--- src/rtl/core/sete_pkg.sv ---
`timescale 1ns / 1ps
// Shared types and constants for the sprite entry tile expander.
// Used by the controller, the datapath and the top level; depends on nothing.
package sete_pkg;

  localparam int unsigned PosW   = 10;
  localparam int unsigned TileXW = 11;
  localparam int unsigned WordW  = 16;
  localparam int unsigned CntW   = 4;
  localparam int unsigned ColorW = 5;
  localparam int unsigned MaskW  = 8;
  localparam int unsigned CfgIdxW = 1;

  localparam logic [CfgIdxW-1:0] CfgXOffset = 1'b0;
  localparam logic [CfgIdxW-1:0] CfgYOffset = 1'b1;

  localparam logic [PosW-1:0] XOffsetReset = 10'h3C0;
  localparam logic [PosW-1:0] YOffsetReset = 10'h3F1;

  localparam logic [TileXW-1:0] TileStep = 11'd16;

  localparam logic [1:0] Pri0 = 2'd0;
  localparam logic [1:0] Pri1 = 2'd1;
  localparam logic [1:0] Pri2 = 2'd2;
  localparam logic [1:0] Pri3 = 2'd3;

  typedef enum logic {
    StIdle,
    StEmit
  } sete_state_e;

  typedef struct packed {
    logic load;
    logic step;
  } sete_cmd_t;

  typedef struct packed {
    logic last;
  } sete_sts_t;

  function automatic logic [MaskW-1:0] layer_mask_of(input logic [1:0] pri);
    logic [MaskW-1:0] m;
    unique case (pri)
      Pri0: m = 8'hFE;
      Pri1: m = 8'hF0;
      Pri2: m = 8'hFC;
      Pri3: m = 8'h00;
      default: m = 8'h00;
    endcase
    return m;
  endfunction

endpackage

--- src/rtl/core/sete_ctrl.sv ---
`timescale 1ns / 1ps
// Controller state machine of the sprite entry tile expander.
// Depends on sete_pkg; drives load and step commands to sete_dp.
module sete_ctrl
  import sete_pkg::*;
(
  input  logic      clk_i,
  input  logic      rst_ni,
  input  logic      in_valid_i,
  output logic      in_ready_o,
  output logic      out_valid_o,
  input  logic      out_ready_i,
  input  sete_sts_t sts_i,
  output sete_cmd_t cmd_o
);

  sete_state_e state_q, state_d;

  always_ff @(posedge clk_i or negedge rst_ni) begin
    if (!rst_ni) begin
      state_q <= StIdle;
    end else begin
      state_q <= state_d;
    end
  end

  always_comb begin
    logic done;
    done        = 1'b0;
    state_d     = state_q;
    in_ready_o  = 1'b0;
    out_valid_o = 1'b0;
    cmd_o       = '0;
    unique case (state_q)
      StIdle: begin
        in_ready_o = 1'b1;
      end
      StEmit: begin
        out_valid_o = 1'b1;
        done        = out_ready_i && sts_i.last;
        in_ready_o  = done;
        cmd_o.step  = out_ready_i && !sts_i.last;
        if (done) begin
          state_d = StIdle;
        end
      end
      default: begin
        state_d = StIdle;
      end
    endcase
    cmd_o.load = in_valid_i && in_ready_o;
    if (cmd_o.load) begin
      state_d = StEmit;
    end
  end

endmodule

--- src/rtl/core/sete_dp.sv ---
`timescale 1ns / 1ps
// Datapath of the sprite entry tile expander: offset registers, entry decode
// and the per-tile position, code and count registers. Depends on sete_pkg.
module sete_dp
  import sete_pkg::*;
(
  input  logic                     clk_i,
  input  logic                     rst_ni,
  input  logic                     cfg_we_i,
  input  logic [CfgIdxW-1:0]       cfg_idx_i,
  input  logic [PosW-1:0]          cfg_data_i,
  input  logic [WordW-1:0]         sprite_x_i,
  input  logic [WordW-1:0]         sprite_y_i,
  input  logic [WordW-1:0]         sprite_code_i,
  input  logic [WordW-1:0]         sprite_attr_i,
  input  logic                     end_of_list_i,
  input  sete_cmd_t                cmd_i,
  output sete_sts_t                sts_o,
  output logic signed [TileXW-1:0] tile_x_o,
  output logic signed [PosW-1:0]   tile_y_o,
  output logic [WordW-1:0]         tile_code_o,
  output logic [ColorW-1:0]        tile_color_o,
  output logic                     flip_horizontal_o,
  output logic                     flip_vertical_o,
  output logic [MaskW-1:0]         priority_mask_o,
  output logic                     last_tile_o,
  output logic                     list_done_o
);

  logic [PosW-1:0]   x_off_q, y_off_q;
  logic [TileXW-1:0] x_q, x_d;
  logic [PosW-1:0]   y_q;
  logic [WordW-1:0]  code_q, code_d;
  logic [ColorW-1:0] color_q;
  logic              flip_x_q, flip_y_q, eol_q;
  logic [MaskW-1:0]  mask_q;
  logic [CntW-1:0]   rem_q, rem_d;

  logic [PosW-1:0]   sx, sy;
  logic [CntW-1:0]   width_m1;
  logic [TileXW-1:0] start_x;

  always_ff @(posedge clk_i or negedge rst_ni) begin
    if (!rst_ni) begin
      x_off_q <= XOffsetReset;
      y_off_q <= YOffsetReset;
    end else if (cfg_we_i) begin
      unique case (cfg_idx_i)
        CfgXOffset: x_off_q <= cfg_data_i;
        CfgYOffset: y_off_q <= cfg_data_i;
        default: ;
      endcase
    end
  end

  assign sx       = sprite_x_i[PosW-1:0] + x_off_q;
  assign sy       = sprite_y_i[PosW-1:0] + y_off_q;
  assign width_m1 = sprite_attr_i[11:8];
  assign start_x  = {sx[PosW-1], sx}
                  + (sprite_attr_i[5] ? {3'b000, width_m1, 4'b0000} : '0);

  always_comb begin
    x_d    = x_q;
    code_d = code_q;
    rem_d  = rem_q;
    if (cmd_i.load) begin
      x_d    = start_x;
      code_d = sprite_code_i;
      rem_d  = width_m1;
    end else if (cmd_i.step) begin
      x_d    = flip_x_q ? (x_q - TileStep) : (x_q + TileStep);
      code_d = code_q + 16'd1;
      rem_d  = rem_q - 4'd1;
    end
  end

  always_ff @(posedge clk_i) begin
    x_q    <= x_d;
    code_q <= code_d;
    rem_q  <= rem_d;
    if (cmd_i.load) begin
      y_q      <= sy;
      color_q  <= sprite_attr_i[4:0];
      flip_x_q <= sprite_attr_i[5];
      flip_y_q <= sprite_attr_i[6];
      mask_q   <= layer_mask_of(sprite_attr_i[13:12]);
      eol_q    <= end_of_list_i;
    end
  end

  assign sts_o.last        = (rem_q == '0);
  assign tile_x_o          = x_q;
  assign tile_y_o          = y_q;
  assign tile_code_o       = code_q;
  assign tile_color_o      = color_q;
  assign flip_horizontal_o = flip_x_q;
  assign flip_vertical_o   = flip_y_q;
  assign priority_mask_o   = mask_q;
  assign last_tile_o       = sts_o.last;
  assign list_done_o       = sts_o.last && eol_q;

endmodule

--- src/rtl/core/sprite_entry_tile_expander.sv ---
`timescale 1ns / 1ps
// Top level of the sprite entry tile expander; joins sete_ctrl and sete_dp.
// Depends on sete_pkg.
//
// The input channel takes one sprite list entry per request: X, Y, code,
// attribute and an end-of-list flag. The entry is expanded into 1 to 16
// tile-draw requests on the output channel, one per cycle while the
// receiver is ready, in tile code order. The first tile appears the cycle
// after the entry is accepted; the tile counter walks one tile at a time.
// A new entry is taken in the same cycle that the last tile of the
// previous entry is taken, so entries follow without a gap.
// When the receiver stalls, the current tile is held and the tile counter
// waits; the input side is not ready until the last tile leaves.
// Reset empties the block and sets the X and Y offsets to -64 and -15.
// The offsets are written through the configuration port while idle;
// the user must keep to this, as the block itself does not enforce it.
module sprite_entry_tile_expander
  import sete_pkg::*;
(
  input  logic                     clk_i,
  input  logic                     rst_ni,
  input  logic                     cfg_we_i,
  input  logic [CfgIdxW-1:0]       cfg_idx_i,
  input  logic [PosW-1:0]          cfg_data_i,
  input  logic                     in_valid_i,
  output logic                     in_ready_o,
  input  logic [WordW-1:0]         sprite_x_i,
  input  logic [WordW-1:0]         sprite_y_i,
  input  logic [WordW-1:0]         sprite_code_i,
  input  logic [WordW-1:0]         sprite_attr_i,
  input  logic                     end_of_list_i,
  output logic                     out_valid_o,
  input  logic                     out_ready_i,
  output logic signed [TileXW-1:0] tile_x_o,
  output logic signed [PosW-1:0]   tile_y_o,
  output logic [WordW-1:0]         tile_code_o,
  output logic [ColorW-1:0]        tile_color_o,
  output logic                     flip_horizontal_o,
  output logic                     flip_vertical_o,
  output logic [MaskW-1:0]         priority_mask_o,
  output logic                     last_tile_o,
  output logic                     list_done_o
);

  sete_cmd_t cmd;
  sete_sts_t sts;

  sete_ctrl u_ctrl (
    .clk_i       (clk_i),
    .rst_ni      (rst_ni),
    .in_valid_i  (in_valid_i),
    .in_ready_o  (in_ready_o),
    .out_valid_o (out_valid_o),
    .out_ready_i (out_ready_i),
    .sts_i       (sts),
    .cmd_o       (cmd)
  );

  sete_dp u_dp (
    .clk_i             (clk_i),
    .rst_ni            (rst_ni),
    .cfg_we_i          (cfg_we_i),
    .cfg_idx_i         (cfg_idx_i),
    .cfg_data_i        (cfg_data_i),
    .sprite_x_i        (sprite_x_i),
    .sprite_y_i        (sprite_y_i),
    .sprite_code_i     (sprite_code_i),
    .sprite_attr_i     (sprite_attr_i),
    .end_of_list_i     (end_of_list_i),
    .cmd_i             (cmd),
    .sts_o             (sts),
    .tile_x_o          (tile_x_o),
    .tile_y_o          (tile_y_o),
    .tile_code_o       (tile_code_o),
    .tile_color_o      (tile_color_o),
    .flip_horizontal_o (flip_horizontal_o),
    .flip_vertical_o   (flip_vertical_o),
    .priority_mask_o   (priority_mask_o),
    .last_tile_o       (last_tile_o),
    .list_done_o       (list_done_o)
  );

endmodule

--- config.mk ---
export PLATFORM = sky130hd
export DESIGN_NAME = sprite_entry_tile_expander
export DESIGN_NICKNAME = d
export VERILOG_FILES = /design/src/rtl/core/sete_pkg.sv /design/src/rtl/core/sete_ctrl.sv /design/src/rtl/core/sete_dp.sv /design/src/rtl/core/sprite_entry_tile_expander.sv
export SDC_FILE = /design/constraint.sdc
export NUM_CORES = 1
export LEC_CHECK = 0
export BUFFER_PORTS_ARGS = -buffer_cell sky130_fd_sc_hd__buf_2
export CAP_MARGIN = 5
export CELL_PAD_IN_SITES_DETAIL_PLACEMENT = 1
export CELL_PAD_IN_SITES_GLOBAL_PLACEMENT = 1
export CORE_ASPECT_RATIO = 1.75
export CORE_MARGIN = 10
export CORE_UTILIZATION = 42
export DETAILED_ROUTE_END_ITERATION = 8
export HOLD_SLACK_MARGIN = 0.05
export PLACE_DENSITY_LB_ADDON = 0.15
export SETUP_SLACK_MARGIN = 0.4
export SLEW_MARGIN = 20
export SYNTH_ARGS = -nofsm -noshare
export SYNTH_HDL_FRONTEND = slang
export SYNTH_HIERARCHICAL = 1
export SYNTH_SLANG_ARGS = --single-unit
--- constraint.sdc ---
create_clock -name clk_i -period 5.5 [get_ports clk_i]
set_input_delay 0.275 -clock clk_i [delete_from_list [all_inputs] [get_ports clk_i]]
set_output_delay 0.275 -clock clk_i [all_outputs]
set_load 0.01 [all_outputs]
==> results <==
- In the finished design, the share of the clock period the worst path needs comes to 55.3%.
- Sequential cells were found to cover 50.5% of the synthesized design area.
- The type of the worst min-delay path is input pin to register.
- The core utilization of the finished layout is 53.0%.
- Summed over all layers, the routed wires come to 10,900 microns.
- The run finished with clean final reports.
- The H-tree was split into 3 levels.
- The first global-routing pass estimated 17,100 microns of wire.
- For this configuration, the core starts out at a cell density of 42.5%.
- The netlist area before placement is 4160 sq um.
- Across the routed clock network, the largest skew measured is 0.00643 ns.
- After detailed routing, the number of vias per cell comes to 5.18.
- The worst slack at placement is 2.41 ns.
- Compared with the post-synthesis result, the final layout area differs by 24.6%.
- Input and output buffers added on the ports amount to 120.
- The power density normalized to cell area is 441 nW/um^2.
- Yosys mapped the design onto 43 distinct sky130hd cell types.
- The mean post-synth cell area is 11.6 sq um.
- The fraction of post-synthesis cell area in the top cell type by area is 37.5%.
- The final number of max-transition violations is 0.
- The type of element launching the critical path is a register.
- The clock tree from TritonCTS is done.
- The antenna violation net count after detailed routing is 0.
- STA classifies the critical path endpoint as a register.
- The number of nets handed over by synthesis was 474.
- The number of global-route vias before repair is 3,534.
- The buffer type at the clock tree root is clkbuf_16.
- The maximum number of pins on one net before global-route repair is 81.
- The critical path goes through ha_1 > a21oi_1 > nand2_1 > inv_1 > o21ai_0 > xnor2_1 > ha_1 > a21o_1 > a21o_1 > a21o_1 > nand2_1 > xor2_1 > mux2i_1.
- Excluding fillers, the count of instances in the completed layout stands at 607.
- The final hold violation count was 0.
- For this run, the top clock speed supported by timing is 329 MHz.
- The floorplan die area is 14,400 sq um.
- The largest area contributor in the synthesized netlist is edfxtp_1.
- The number of flip-flops and latches in the synthesized netlist is 73.
- The later pin in the worst-skew pair is clocked with a latency of 0.33 ns.
- Among all flip-flop cells after synthesis, the most frequent one is edfxtp_1.
- The clock net in this run drives a total of 73 sinks.
- Max-cap violations in this run came to 0.
- At the worst endpoint, the required time is 5.55 ns.
- The count of standard-cell rows is 48.
- The cell seen most often among critical-path stages is a21o_1.
- The average wire length per cell after detail routing is 18.0 microns.
- In the final design database the tool counted 592 nets.
- The warning count from the yosys run is 6.
- Registers take 2100 sq um.
- The instance count of the mapped netlist is 359.
- The critical-path maximum fanout is 4.
- The category of the most critical setup path is register to register.
- On the critical path, the stage with the largest delay is an instance of dfrtp_1.
- The first detailed-routing pass took 4 iterations.
- In this run the horizontal extent of the chip is 95.2 microns.
- The number of synthesized flops with an enable pin is 52.
- After clock tree synthesis, the repair step resized 0 gates.
- The routability-driven placement congestion ratio is 0.841.
- The transition time at the pin with the least slew margin is 0.859 ns.
- The number of buffers between clock root and the deepest sink is 2.
- Setup repair after global routing left no endpoint under its margin.
- Leaving out fill and tap cells, the most frequent cells in the layout are 120 x buf_2, 52 x edfxtp_1, 33 x nand2_1, 30 x ha_1, 25 x o21ai_0.
- The number of fill cells in the layout is 1,130.
- The count of vias placed by the detailed router is 3,143.
- The number of DRC violations after detailed-routing iteration 0 is 60.
- From bottom edge to top edge, the die measures 152 microns.
- Summing all non-filler instances in the final layout gives an area of 5180 sq um.
- The total buffers and inverters traversed by the critical path is 1.
- The number of design rule violations left after detail routing is 0.
- In the post-synthesis netlist, the biggest area contributors are edfxtp_1 38%, ha_1 9.0%, dfstp_2 6.9%.
- The clock slew at the register clock pins of the worst setup and hold paths is 0.06 ns.
- After global routing the overflow that remains totals 0.
- Measured against its own limit, the worst slew margin works out to 42.7%.
- The commonest non-fill, non-tap cell in the layout is buf_2.
- The post-CTS setup-driven buffer insertion count is 0.
- Summing all multi-input logic gate instances after layout gives 1930 sq um.
- The total negative setup slack is 0 ns.
- The final setup violation count is 0.
- Once detailed placement completed, the half-perimeter wirelength came to 8880 microns.
- The core region is 9790 sq um.
- In this run the count of I/O pins placed on the die edge is 137.
- The cell area after placement is 4850 sq um.
- The number of antenna violations at the first check in global routing was 0.
- The count of inserted antenna diode cells is 0.
- Setup slack closes at 2.46 ns.
- The worst-case IR drop observed on VDD is 0.000209 V.
- The largest incremental delay on the critical path is 0.37 ns.
- The data arrival time of the critical path is 3.10 ns.
- The post-placement cell count is 590.
- In the final layout, the share of cells above drive strength 1 is 36.9%.
- The critical path's top delay family is compound AO/OA/AOI/OAI gates.
- The CTS buffer count is 9.
- The time the final worst path needs with I/O delays and setup is 3.04 ns.
- The total global routing track utilization is 15.2%.
- The async set-or-reset flop fraction in the synthesized netlist is 28.8%.
- Summed over all cells, the static leakage comes to 0.00222 uW.
==> metal layers <==
layer	routed length, microns	global-route usage (%)
met3	721	4.39
met2	6420	30.3
met5	0	0
met1	3610	13.3
met4	193	6.54
==> worst reg2reg max path, stage by stage (launching register included) <==
cell and delay [ns]:
dfrtp_1 0.37, ha_1 0.34, a21oi_1 0.16, nand2_1 0.14, inv_1 0.08, o21ai_0 0.13
xnor2_1 0.32, ha_1 0.31, a21o_1 0.18, a21o_1 0.20, a21o_1 0.18, nand2_1 0.07
xor2_1 0.20, mux2i_1 0.10
==> power by group <==
group / switching (uW) / internal (uW) / total [uW]
sequential: 101 / 797 / 898
combinational: 417 / 346 / 764
clock: 229 / 399 / 628
==> per-stage QoR <==
stage,hold WS (ns),total power [uW]
detailed placement,0.263,1690
finish,0.118,2290
global placement,0.253,1640
CTS,0.103,2330
floorplan,-0.0206,1420
global route,0.103,2450
==> synth_stat cells (5+ instances only) <==
cell / count
edfxtp_1: 52
nand2_1: 33
ha_1: 30
o21ai_0: 25
mux2_2: 22
xnor2_1: 20
xor2_1: 20
inv_1: 17
nand3_1: 14
a21oi_1: 12
dfstp_2: 11
and2_1: 10
dfrtp_1: 10
nor2_1: 10
clkbuf_1: 9
a21o_1: 6
buf_4: 6
nand2b_1: 5
nor3_1: 5
==> final timing paths <==
path,slack [ns],start,end,depth (start not counted)
setup reg to reg,2.46,u_dp/x_off_q[2]$_DFFE_PN0P_,u_dp/tile_x_o[9]$_DFFE_PN_,13
max in group asynchronous,4.72,rst_ni,u_dp/y_off_q[0]$_DFFE_PN1P_,2
hold reg to reg,0.51,u_dp/x_off_q[3]$_DFFE_PN0P_,u_dp/x_off_q[3]$_DFFE_PN0P_,1
hold / removal,0.12,sprite_attr_i[0],u_dp/tile_color_o[0]$_DFFE_PP_,1
min in group asynchronous,0.44,rst_ni,u_dp/y_off_q[2]$_DFFE_PN0P_,2
setup / recovery,2.46,u_dp/x_off_q[2]$_DFFE_PN0P_,u_dp/tile_x_o[9]$_DFFE_PN_,13
==> cell type report <==
| cell class | count | share of cell area [%] |
|---|---|---|
| sequential | 73 | 40.5 |
| inverter | 17 | 1.23 |
| clock inverter | 6 | 1.76 |
| timing repair buffer | 122 | 11.9 |
| clock buffer | 10 | 4.42 |
| tap | 125 | 3.02 |
| multi-input combinational | 254 | 37.1 |
==> timing repair <==
action                                 4_1_cts  5_1_grt
hold buffers                                 1        0
setup endpoints to repair                    0        0
endpoints found under the hold margin       10        0
==> flip-flops by register name, summed over array words and instances, names as in the netlist, 3 cells and up <==
signal / cells
u_dp/tile_y_o: 10
u_dp/tile_color_o: 5
u_dp/x_off_q: 10
u_dp/rem_q: 4
u_dp/priority_mask_o: 3
u_dp/tile_code_o: 16
u_dp/tile_x_o: 11
u_dp/y_off_q: 10
==> logic make-up (layout without fill, tap and decap cells) <==
kind of cell | Yosys count | after routing | share of synthesized area [%]
simple gates | 96 | 96 | 11.5
flops | 73 | 73 | 50.5
mux | 23 | 23 | 6.19
other cells | 1 | 1 | 0.0901
buf+inv | 32 | 155 | 3.43
fa+ha+maj | 34 | 34 | 10.9
compound gates | 60 | 60 | 8.90
xor+xnor | 40 | 40 | 8.42
(Power assumes the default switching activity.)
